<file path="config.mk">
export PLATFORM = sky130hd
export DESIGN_NAME = int_to_radix_digits_top
export DESIGN_NICKNAME = d
export VERILOG_FILES = /design/src/hdl/itrd_pkg.sv /design/src/hdl/itrd_ram.sv /design/src/hdl/itrd_div.sv /design/src/hdl/int_to_radix_digits_top.sv
export VERILOG_INCLUDE_DIRS = /design/src /design/src/hdl
export SDC_FILE = /design/constraint.sdc
export NUM_CORES = 1
export LEC_CHECK = 0
export ABC_AREA = 1
export BUFFER_PORTS_ARGS = -buffer_cell sky130_fd_sc_hd__buf_2
export CORE_ASPECT_RATIO = 1.1
export CORE_MARGIN = 2
export CORE_UTILIZATION = 40
export CTS_BUF_LIST = sky130_fd_sc_hd__clkbuf_8
export DETAILED_ROUTE_END_ITERATION = 10
export PLACE_DENSITY = 0.61
export SLEW_MARGIN = 20
export SYNTH_ARGS = -nofsm -noshare
export SYNTH_HDL_FRONTEND = slang
export SYNTH_SLANG_ARGS = --single-unit
</file>
<file path="constraint.sdc">
create_clock -name clk -period 10.8 [get_ports clk]
set_input_delay 1.62 -clock clk [delete_from_list [all_inputs] [get_ports clk]]
set_output_delay 1.62 -clock clk [all_outputs]
set_load 0.005 [all_outputs]
</file>
<file path="src/hdl/int_to_radix_digits_top_assert.svh">
// ---------------------------------------------------------------------------
// int_to_radix_digits_top_assert.svh
// Assertion macros shared by the converter RTL.
// ---------------------------------------------------------------------------
`ifndef INT_TO_RADIX_DIGITS_TOP_ASSERT_SVH
`define INT_TO_RADIX_DIGITS_TOP_ASSERT_SVH

// same-cycle implication
`define ITRD_ASSERT_NOW(lbl, clk, rst_n, a, c) \
	lbl: assert property (@(posedge clk) disable iff (!rst_n) (a) |-> (c)) \
		else $error("itrd assertion failed");

// next-cycle implication
`define ITRD_ASSERT_NEXT(lbl, clk, rst_n, a, c) \
	lbl: assert property (@(posedge clk) disable iff (!rst_n) (a) |=> (c)) \
		else $error("itrd assertion failed");

`endif

</file>
<file path="src/hdl/itrd_pkg.sv">
// ---------------------------------------------------------------------------
// itrd_pkg
// Shared constants and helpers of the integer to radix digit converter.
// ---------------------------------------------------------------------------
package itrd_pkg;

	localparam int VALUE_BITS_DEF = 31;
	localparam int RADIX_W        = 5;
	localparam int DIGIT_W        = 4;
	localparam int CHAR_W         = 7;

	localparam logic [RADIX_W-1:0] RADIX_RESET = 5'd10;
	localparam logic [RADIX_W-1:0] RADIX_MIN   = 5'd2;
	localparam logic [RADIX_W-1:0] RADIX_MAX   = 5'd16;

	localparam logic [CHAR_W-1:0] CHAR_ZERO  = 7'd48;
	localparam logic [CHAR_W-1:0] CHAR_ALPHA = 7'd55;

	// clamp a written radix into the usable range
	function automatic logic [RADIX_W-1:0] clamp_radix(input logic [RADIX_W-1:0] r);
		logic [RADIX_W-1:0] res;
		res = r;
		if (r < RADIX_MIN) res = RADIX_MIN;
		else if (r > RADIX_MAX) res = RADIX_MAX;
		return res;
	endfunction

	// ASCII glyph of one digit: '0'-'9', 'A'-'F'
	function automatic logic [CHAR_W-1:0] glyph(input logic [DIGIT_W-1:0] d);
		logic [CHAR_W-1:0] c;
		if (d < 4'd10) c = CHAR_ZERO + {3'd0, d};
		else c = CHAR_ALPHA + {3'd0, d};
		return c;
	endfunction

endpackage

</file>
<file path="src/hdl/itrd_ram.sv">
// ---------------------------------------------------------------------------
// itrd_ram
// Generic single-write, single-read RAM with registered read data.
// ---------------------------------------------------------------------------
module itrd_ram #(
	parameter int WIDTH = 4,
	parameter int DEPTH = 31
) (
	input  logic                     clk,
	input  logic                     we,
	input  logic [$clog2(DEPTH)-1:0] waddr,
	input  logic [WIDTH-1:0]         wdata,
	input  logic                     re,
	input  logic [$clog2(DEPTH)-1:0] raddr,
	output logic [WIDTH-1:0]         rdata
);

	logic [WIDTH-1:0] mem_q [DEPTH];

	always_ff @(posedge clk) begin
		if (we) begin
			mem_q[waddr] <= wdata;
		end
		if (re) begin
			rdata <= mem_q[raddr];
		end
	end

endmodule

</file>
<file path="src/hdl/itrd_div.sv">
// ---------------------------------------------------------------------------
// itrd_div
// Bit-serial restoring divider: one quotient bit per cycle, VALUE_BITS
// quotient bits per division, then a one-cycle done pulse.
// ---------------------------------------------------------------------------
module itrd_div #(
	parameter int VALUE_BITS = itrd_pkg::VALUE_BITS_DEF
) (
	input  logic                          clk,
	input  logic                          arst_n,
	input  logic                          start,
	input  logic [VALUE_BITS-1:0]         dividend,
	input  logic [itrd_pkg::RADIX_W-1:0]  base,
	output logic                          done,
	output logic [VALUE_BITS-1:0]         quotient,
	output logic [itrd_pkg::DIGIT_W-1:0]  remainder
);

	localparam int CNT_W = $clog2(VALUE_BITS + 1);

	logic [VALUE_BITS-1:0]        quo_q;
	logic [itrd_pkg::DIGIT_W-1:0] rem_q;
	logic [CNT_W-1:0]             cnt_q;
	logic                         busy_q;
	logic                         done_q;
	logic [itrd_pkg::RADIX_W-1:0] shifted;
	logic [itrd_pkg::RADIX_W-1:0] diff;
	logic                         ge;

	assign shifted = {rem_q, quo_q[VALUE_BITS-1]};
	assign ge      = (shifted >= base);
	assign diff    = shifted - base;

	always_ff @(posedge clk or negedge arst_n) begin
		if (!arst_n) begin
			busy_q <= 1'b0;
			done_q <= 1'b0;
			cnt_q  <= '0;
		end else begin
			done_q <= 1'b0;
			if (start) begin
				busy_q <= 1'b1;
				cnt_q  <= CNT_W'(VALUE_BITS);
			end else if (busy_q) begin
				cnt_q <= cnt_q - 1'b1;
				if (cnt_q == CNT_W'(1)) begin
					busy_q <= 1'b0;
					done_q <= 1'b1;
				end
			end
		end
	end

	always_ff @(posedge clk) begin
		if (start) begin
			quo_q <= dividend;
			rem_q <= '0;
		end else if (busy_q) begin
			quo_q <= {quo_q[VALUE_BITS-2:0], ge};
			rem_q <= ge ? diff[itrd_pkg::DIGIT_W-1:0] : shifted[itrd_pkg::DIGIT_W-1:0];
		end
	end

	assign done      = done_q;
	assign quotient  = quo_q;
	assign remainder = rem_q;

endmodule

</file>
<file path="src/hdl/int_to_radix_digits_top.sv">
// ---------------------------------------------------------------------------
// int_to_radix_digits_top
// Converts an unsigned integer to ASCII digits in a base of 2 to 16,
// most significant digit first, with last set on the final digit.
// ---------------------------------------------------------------------------
// Each digit needs one full pass of the bit-serial divider; the first digit
// leaves only after all digits of the item have been computed.
// One item at a time; each digit leaves through a RAM read (ST_RD), then
// output (ST_OUT), where it waits for out_ready.
// Reset: radix returns to 10, control idles; the digit RAM is not cleared.
module int_to_radix_digits_top #(
	parameter int VALUE_BITS = itrd_pkg::VALUE_BITS_DEF
) (
	input  logic                          clk,
	input  logic                          arst_n,
	input  logic                          cfg_valid,
	output logic                          cfg_ready,
	input  logic [itrd_pkg::RADIX_W-1:0]  radix,
	input  logic                          in_valid,
	output logic                          in_ready,
	input  logic [VALUE_BITS-1:0]         value,
	output logic                          out_valid,
	input  logic                          out_ready,
	output logic [itrd_pkg::CHAR_W-1:0]   digit_char,
	output logic                          last
);

	localparam int ADDR_W = $clog2(VALUE_BITS);
	localparam int CNT_W  = $clog2(VALUE_BITS + 1);

	typedef enum logic [3:0] {
		ST_IDLE = 4'b0001,
		ST_DIV  = 4'b0010,
		ST_RD   = 4'b0100,
		ST_OUT  = 4'b1000
	} state_t;

	state_t                       state_q;
	logic [itrd_pkg::RADIX_W-1:0] base_q;
	logic [CNT_W-1:0]             n_q;
	logic                         div_start;
	logic [VALUE_BITS-1:0]        div_dividend;
	logic                         div_done;
	logic [VALUE_BITS-1:0]        div_quo;
	logic [itrd_pkg::DIGIT_W-1:0] div_rem;
	logic                         quo_zero;
	logic                         ram_we;
	logic                         ram_re;
	logic [itrd_pkg::DIGIT_W-1:0] ram_rdata;
	logic [CNT_W-1:0]             n_dec;

	assign cfg_ready = 1'b1;
	assign in_ready  = (state_q == ST_IDLE);
	assign out_valid = (state_q == ST_OUT);

	assign quo_zero     = (div_quo == '0);
	assign div_start    = (in_valid && in_ready) ||
	                      ((state_q == ST_DIV) && div_done && !quo_zero);
	assign div_dividend = (state_q == ST_IDLE) ? value : div_quo;
	assign ram_we       = (state_q == ST_DIV) && div_done;
	assign ram_re       = (state_q == ST_RD);
	assign n_dec        = n_q - 1'b1;

	itrd_div #(
		.VALUE_BITS(VALUE_BITS)
	) u_div (
		.clk      (clk),
		.arst_n   (arst_n),
		.start    (div_start),
		.dividend (div_dividend),
		.base     (base_q),
		.done     (div_done),
		.quotient (div_quo),
		.remainder(div_rem)
	);

	itrd_ram #(
		.WIDTH(itrd_pkg::DIGIT_W),
		.DEPTH(VALUE_BITS)
	) u_store (
		.clk  (clk),
		.we   (ram_we),
		.waddr(n_q[ADDR_W-1:0]),
		.wdata(div_rem),
		.re   (ram_re),
		.raddr(n_dec[ADDR_W-1:0]),
		.rdata(ram_rdata)
	);

	always_ff @(posedge clk or negedge arst_n) begin
		if (!arst_n) begin
			base_q <= itrd_pkg::RADIX_RESET;
		end else if (cfg_valid && cfg_ready) begin
			base_q <= itrd_pkg::clamp_radix(radix);
		end
	end

	always_ff @(posedge clk or negedge arst_n) begin
		if (!arst_n) begin
			state_q <= ST_IDLE;
			n_q     <= '0;
		end else begin
			case (state_q)
				ST_IDLE: begin
					if (in_valid) begin
						n_q     <= '0;
						state_q <= ST_DIV;
					end
				end
				ST_DIV: begin
					if (div_done) begin
						n_q <= n_q + 1'b1;
						if (quo_zero) state_q <= ST_RD;
					end
				end
				ST_RD: begin
					n_q     <= n_dec;
					state_q <= ST_OUT;
				end
				ST_OUT: begin
					if (out_ready) begin
						state_q <= (n_q == '0) ? ST_IDLE : ST_RD;
					end
				end
				default: begin
					state_q <= ST_IDLE;
				end
			endcase
		end
	end

	assign digit_char = itrd_pkg::glyph(ram_rdata);
	assign last       = (n_q == '0);

`include "int_to_radix_digits_top_assert.svh"

	`ITRD_ASSERT_NOW(a_store_bound, clk, arst_n, state_q == ST_DIV, n_q < CNT_W'(VALUE_BITS))
	`ITRD_ASSERT_NOW(a_rd_nonempty, clk, arst_n, state_q == ST_RD, n_q != '0)
	`ITRD_ASSERT_NEXT(a_last_idle, clk, arst_n, out_valid && out_ready && last, in_ready)

endmodule
</file>
==> impl_metrics.py, run 1 <==
metrics = {
    "run_status": {
        "status": "complete, no violations",
    },
    "timing": {
        "maxSlewViolCount": 0,
        "skew_ps": 13.88,
        "finalSetupViolCount": 0,
        "max_clock_freq_mhz": 288.8,
        "hold_violations": 0,
        "setup_tns_ps": 0,
        "fin_crit_ps": 3463,
        "slew_headroom_pct": 35.85,
        "rsz0062_at_grt": "no",
        "holdWs_ps": 516.9,
        "period_share_pct": 32.07,
        "worst_pin_slew_ps": 961.5,
    },
    "pwr": {
        "p_clk_share_pct": 18.3,
        "p_leak_nw": 4.219,
        "p_int_mw": 1.510,
        "irDropWorstVdd_v": 0.0001170,
        "power_density_mw_per_mm2": 262.4,
        "power_frac_seq_pct": 42.8,
        "power_mw": 2.530,
        "p_sw_mw": 1.020,
        "switching_share_pct": 40.32,
        "pwr-share-comb_pct": 38.9,
    },
    "synthesis": {
        "synth_top_area_cell": "edfxtp_1",
        "synth_top_area_share_pct": 54.49,
        "synth-warning-count": 0,
        "synthArstFlopShare_pct": 11.41,
        "synthTopCellsByCount": "nand2_1 (323), edfxtp_1 (159), nand3_1 (134), inv_1 (97), nor2_1 (84)",
        "syn_inst": 930,
        "synth_area_mm2": 0.008762,
        "syn-num-nets": 985,
        "synth_ff_type": "edfxtp_1",
        "synth_edf_count": 159,
        "synth_area_leaders": "edfxtp_1 (54%), nand2_1 (14%), nand3_1 (7.7%)",
        "synth_seq_area_share_pct": 61.45,
        "synth.most_common_cell": "nand2_1",
        "syn_area_per_cell_um2": 9.422,
        "ys_types": 37,
        "ys_seq_elements": 184,
    },
    "setup_path": {
        "reg2reg_setup_slack_ps": 7820,
        "cpMaxStageDelayCell": "dfrtp_1",
        "crit_cells": 6,
        "end_kind": "output pin",
        "cp.arrival_ps": 1840,
        "crit_required_ps": 9180,
        "start_kind": "flip-flop",
        "cpLargestDelayFamily": "flip-flops",
        "rr_startpoint": "n_q[0]",
        "r2r-end": "u_store.rdata[1]",
        "reg2reg_depth": 9,
        "crit_chain": "inv_1 -> nand2_1 -> nor2_1 -> nand2_1 -> inv_1 -> buf_2",
        "cp_slowest_stage_delay_ps": 520,
        "cp_num_buf_inv": 3,
        "crit_end": "last",
        "critPathKind": "reg2out",
        "crit_path_start": "n_q[3]",
        "critPathMaxFanout": 7,
    },
    "cells_and_area": {
        "seqCellArea_mm2": 0.005386,
        "area_growth_pct": 10.07,
        "layout-drive-gt1-share_pct": 11.29,
        "antenna_cells": 0,
        "nFillCells": 2125,
        "nNetsFinal": 1025,
        "multi_input_area_mm2": 0.002819,
        "final_cell_count_no_fill": 1273,
    },
    "run": {
        "drv_cap": 0,
    },
    "placement": {
        "gp_congestion": 0.8037,
        "io_buffers": 50,
        "dp.cells": 1241,
        "dpl.hpwl_um": 11820,
    },
    "clocking": {
        "cts_setup_buffers": 0,
        "numCtsBuffers": 17,
        "htreeDepth": 4,
        "clk_pin_slew_worst_paths_ps": 100,
        "ctsResizeCount": 0,
        "tritoncts": "built",
        "cts.path.max_buffers": 2,
        "cts_sinks": 184,
        "cts_root_buf": "clkbuf_8",
        "clock_latency_ps": 470,
        "hold_buffers": 0,
    },
    "global_route": {
        "grt_max_degree": 69,
        "grt_usage_pct": 16.91,
        "grt_antenna_before_repair": 0,
        "grt_overflow": 0,
        "first_global_vias": 5998,
        "grt_pass1_wl_um": 30950,
    },
    "drt": {
        "viasPerCell": 4.852,
        "wl_met1_um": 8186,
        "postRouteAntennaNets": 0,
        "firstDrtPassIters": 5,
        "wl_um": 18830,
        "top_layer_used": "met4",
        "drc": 0,
        "wire_per_inst_um": 14.79,
        "wl_met3_um": 746,
        "num_vias": 6176,
        "met2_length_um": 9577,
        "drtIter0Drc": 468,
    },
    "floorplan": {
        "chipWidth_um": 145.1,
        "die-area_mm2": 0.02311,
        "die_h_um": 159.2,
        "initial_utilization_pct": 40.87,
        "ios": 52,
        "core_area_mm2": 0.02144,
        "core.rowCount": 56,
    },
    "min_path": {
        "min_path_type": "reg2reg",
    },
}
-- cells in the final DEF, fill, tap and decap left out, drive strengths merged, types with 2 or more instances in the layout --
cell type / count
ha: 13
inv: 103
bufinv: 2
or2: 4
xnor2: 2
clkbuf: 17
buf: 59
nand3: 136
o22ai: 3
clkinv: 7
nand2: 323
o21ai: 18
o211ai: 2
nor2: 85
dfxtp: 4
edfxtp: 159
a21oi: 2
nand4: 4
dfrtp: 18
clkinvlp: 2
dfstp: 3
xor2: 10
-- final cells by class --
type | instances | area share (%)
clock buffer | 17 | 2.426
clock inverter | 15 | 1.583
inverter | 99 | 3.853
multi-input combinational | 609 | 29.23
sequential | 184 | 55.85
tap | 290 | 3.762
timing repair buffer | 59 | 3.295
-- cell families (layout without fill, tap and decap cells) --
| logic type | after synthesis | in the layout | share of synthesized area, % |
|---|---|---|---|
| XOR/XNOR | 12 | 12 | 1.885 |
| flip-flops | 184 | 184 | 61.45 |
| AND/OR/NAND/NOR | 553 | 553 | 26.17 |
| buffers and inverters | 137 | 190 | 6.497 |
| other | 1 | 1 | 0.04280 |
| AO/OA/AOI/OAI | 29 | 29 | 1.871 |
| adder cells (fa/ha/maj) | 14 | 14 | 2.085 |
-- metal layers --
layer,up-vias,track usage [%]
met3,32,2.808
met5,-,0
li1,3100,-
met4,0,5.258
met2,129,29.16
met1,2915,21.95
-- power by group through the flow --
stage               clock network (mW)  logic [mW]  registers [mW]
floorplan                            0       0.713            1.09
global placement                     0       0.981            1.10
detailed placement                   0       0.993            1.10
CTS                              0.472       0.998            1.08
global route                     0.501        1.14            1.10
finish                           0.464       0.984            1.08
-- sequential cells by signal, summed over array words and instances, names as in the netlist, 4 cells and up --
name	flops
u_div.quotient	31
u_div.cnt_q	5
u_div.remainder	4
u_store.rdata	4
base_q	5
u_store.mem_q	124
state_q	4
n_q	5
-- worst min-delay path by stage --
stage,start,endpoint,cells after the start
6_report,base_q[3],base_q[3],2
5_1_grt,base_q[4],base_q[4],1
4_1_cts,base_q[3],base_q[3],2
3_5_place_dp,base_q[4],base_q[4],1
3_3_place_gp,base_q[4],base_q[4],1
2_1_floorplan,base_q[4],base_q[4],1
-- worst min-delay path, cell delays in order (launching register included) --
cell     delay, ps
dfstp_2        370
inv_1           70
o22ai_1         80
-- through the flow --
step / setup WS [ps] / cell area, um^2 / utilization (%)
floorplan: 6153 / 8762 / -
global placement: 7322 / 9255 / 43.17
detailed placement: 7295 / 9255 / 43.17
CTS: 7314 / 9642 / 44.97
global route: 7180 / 9644 / 44.98
finish: 7337 / 9644 / 44.98
Power figures use the tool's default switching activity.
==> inputs of run 2 (changes only) <==
- ABC_AREA: 1 -> 0
- PLACE_DENSITY: 0.61 -> 0.64
- clock period: 10.8 -> 3 ns (I/O delays scaled with it)
==> impl_metrics.py, run 2 <==
metrics = {
    "setup_path": {
        "cp.arrival_ps": 2750,
        "reg2reg_setup_slack_ps": 470,
        "critPathMaxFanout": 22,
        "r2r-end": "u_div.quotient[30]",
        "reg2reg_depth": 6,
        "rr_startpoint": "state_q[0]",
        "end_kind": "flip-flop",
        "start_kind": "flip-flop",
        "critPathKind": "reg2reg",
        "crit_required_ps": 3210,
    },
    "drt": {
        "wire_per_inst_um": 18.79,
        "num_vias": 4599,
        "viasPerCell": 5.323,
        "firstDrtPassIters": 4,
        "drtIter0Drc": 407,
        "wl_um": 16230,
        "postRouteAntennaNets": 0,
        "drc": 0,
    },
    "pwr": {
        "pwr-share-comb_pct": 34.8,
        "p_sw_mw": 2.617,
        "irDropWorstVdd_v": 0.0003902,
        "switching_share_pct": 32.31,
        "p_clk_share_pct": 20.2,
        "p_leak_nw": 3.299,
        "power_mw": 8.099,
        "power_density_mw_per_mm2": 880.2,
        "power_frac_seq_pct": 45.1,
        "p_int_mw": 5.482,
    },
    "synthesis": {
        "syn_inst": 534,
        "synth-warning-count": 0,
        "synth_top_area_share_pct": 57.74,
        "synthArstFlopShare_pct": 11.41,
        "synth_seq_area_share_pct": 65.11,
        "syn-num-nets": 589,
        "ys_types": 63,
        "synth_top_area_cell": "edfxtp_1",
        "syn_area_per_cell_um2": 15.49,
        "synthTopCellsByCount": "edfxtp_1 (159), nor2_1 (50), nand2_1 (46), mux2_4 (29), mux4_2 (27)",
        "ys_seq_elements": 184,
        "synth_edf_count": 159,
        "synth.most_common_cell": "edfxtp_1",
        "synth_area_leaders": "edfxtp_1 (58%), mux4_2 (7.4%), dfrtp_1 (5.4%)",
        "synth_area_mm2": 0.008269,
        "synth_ff_type": "edfxtp_1",
    },
    "cells_and_area": {
        "regMostFlops": "u_store.mem_q",
        "largest_register_ffs": 124,
        "layout-drive-gt1-share_pct": 28.13,
        "area_growth_pct": 11.27,
        "final_util_pct": 45.02,
        "nNetsFinal": 650,
        "layout_commonest_cell": "edfxtp_1",
        "antenna_cells": 0,
        "final_cell_mix": "edfxtp_1 (159), nor2_1 (50), buf_2 (50), nand2_1 (46), mux2_4 (29)",
    },
    "clocking": {
        "htreeDepth": 4,
        "cts_sinks": 184,
        "tritoncts": "built",
        "clock_latency_ps": 460,
        "cts_root_buf": "clkbuf_8",
        "numCtsBuffers": 17,
        "cts.path.max_buffers": 2,
        "clk_pin_slew_worst_paths_ps": 90,
    },
    "timing": {
        "rsz0062_at_grt": "no",
        "worst_slack_ps": 465.3,
        "finalSetupViolCount": 0,
        "worst_pin_slew_ps": 831.5,
        "hold_violations": 0,
        "holdWs_ps": 200.1,
        "skew_ps": 11.64,
        "setup_tns_ps": 0,
        "fin_crit_ps": 2535,
        "maxSlewViolCount": 0,
        "period_share_pct": 84.49,
        "slew_headroom_pct": 44.17,
        "max_clock_freq_mhz": 394.5,
    },
    "placement": {
        "gp_congestion": 0.8326,
        "pre_cts_ws_ps": 164.7,
        "io_buffers": 50,
        "dpl.hpwl_um": 11130,
    },
    "min_path": {
        "min_delay_path_depth": 2,
        "min_path_type": "in2reg",
        "holdCritStartpoint": "in_valid",
        "hold-path-endpoint": "state_q[0]",
    },
    "global_route": {
        "grt_pass1_wl_um": 26110,
        "grt_max_degree": 39,
        "grt_usage_pct": 15.60,
        "grt_antenna_before_repair": 0,
        "grt_overflow": 0,
        "first_global_vias": 4875,
    },
    "floorplan": {
        "initial_utilization_pct": 40.46,
        "die-area_mm2": 0.02184,
        "die_h_um": 154.8,
        "ios": 52,
        "core_area_mm2": 0.02044,
        "chipWidth_um": 141.1,
        "core.rowCount": 55,
    },
    "run_status": {
        "status": "complete, no violations",
    },
    "run": {
        "drv_cap": 0,
    },
}
-- run 2: changes by cell type in the layout (fill, tap and decap cells not counted), moves of 27 or more --
cell,before,now
mux2_4,0,29
mux4_2,0,27
inv_1,98,24
nor2_1,84,50
nand2_1,322,46
nand3_1,134,9
-- run 2: area by class of cell --
type                    instances  area [um^2]
repair buffers                 62        355.3
well taps                     256        320.3
flip-flops and latches        184         5385
clock inverters                15        153.9
fillers                      1785        11240
multi-input cells             307         2666
clock buffers                  17        234.0
inverters                      23        86.33
-- run 2: how the worst max path moves through the flow --
stage | cells after the start | endpoint | from | slack (ps)
floorplan | 11 | u_store.rdata[1] | n_q[0] | 390
global placement | 6 | u_store.rdata[0] | n_q[0] | 120
detailed placement | 6 | u_store.rdata[0] | n_q[0] | 160
CTS | 6 | u_store.rdata[0] | n_q[0] | 140
global route | 6 | u_store.rdata[0] | n_q[0] | 240
finish | 6 | u_div.quotient[30] | state_q[0] | 470
-- run 2: per-stage QoR --
| step | area [um^2] | cells |
|---|---|---|
| after floorplan | 8269 | 534 |
| after detailed placement | 8796 | 831 |
| final | 9201 | 864 |
| after CTS | 9194 | 864 |
| after global routing | 9201 | 864 |
| after global placement | 8796 | 831 |
-- run 2: kinds of logic (layout without fill, tap and decap cells) --
kind of cell	after synthesis	count (layout)	synth area share (%)
AO/OA/AOI/OAI	56	56	4.842
XOR/XNOR	12	12	1.362
adder cells (fa/ha/maj)	14	14	2.209
buffers and inverters	43	117	2.739
flip-flops	184	184	65.11
multiplexers	72	72	14.60
other	1	1	0.04535
AND/OR/NAND/NOR	152	152	9.094
-- run 2: what timing repair did --
item | CTS | global route
endpoints found under the hold margin | 18 | 0
resized for setup | 0 | 1
setup buffers | 0 | 0
setup endpoints to repair | 0 | 1
hold buffers | 1 | 0
-- run 2: power by group through the flow --
| stage | combinational, mW | sequential (mW) | clock, mW |
|---|---|---|---|
| after floorplan | 2.03 | 3.72 | 0 |
| after global placement | 2.74 | 3.68 | 0 |
| after detailed placement | 2.85 | 3.70 | 0 |
| after CTS | 2.85 | 3.65 | 1.68 |
| after global routing | 3.10 | 3.69 | 1.78 |
| final | 2.82 | 3.65 | 1.63 |
-- run 2: layer usage --
metal | routed length (um) | GRT usage, % | vias to the layer above | part of all wire (%)
li1 | - | - | 2145 | -
met2 | 8378 | 26.88 | 123 | 52
met1 | 6789 | 19.24 | 2318 | 42
met3 | 840 | 3.591 | 13 | 5.2
met5 | 0 | 0 | - | 0
met4 | 225 | 5.667 | 0 | 1.4
-- run 2: worst max-delay path: stages, from the launching register on --
cell and delay (ps):
dfstp_2 570, or4b_4 510, inv_1 90, and2_2 160, o21bai_4 320, buf_12 290, mux2_2 350
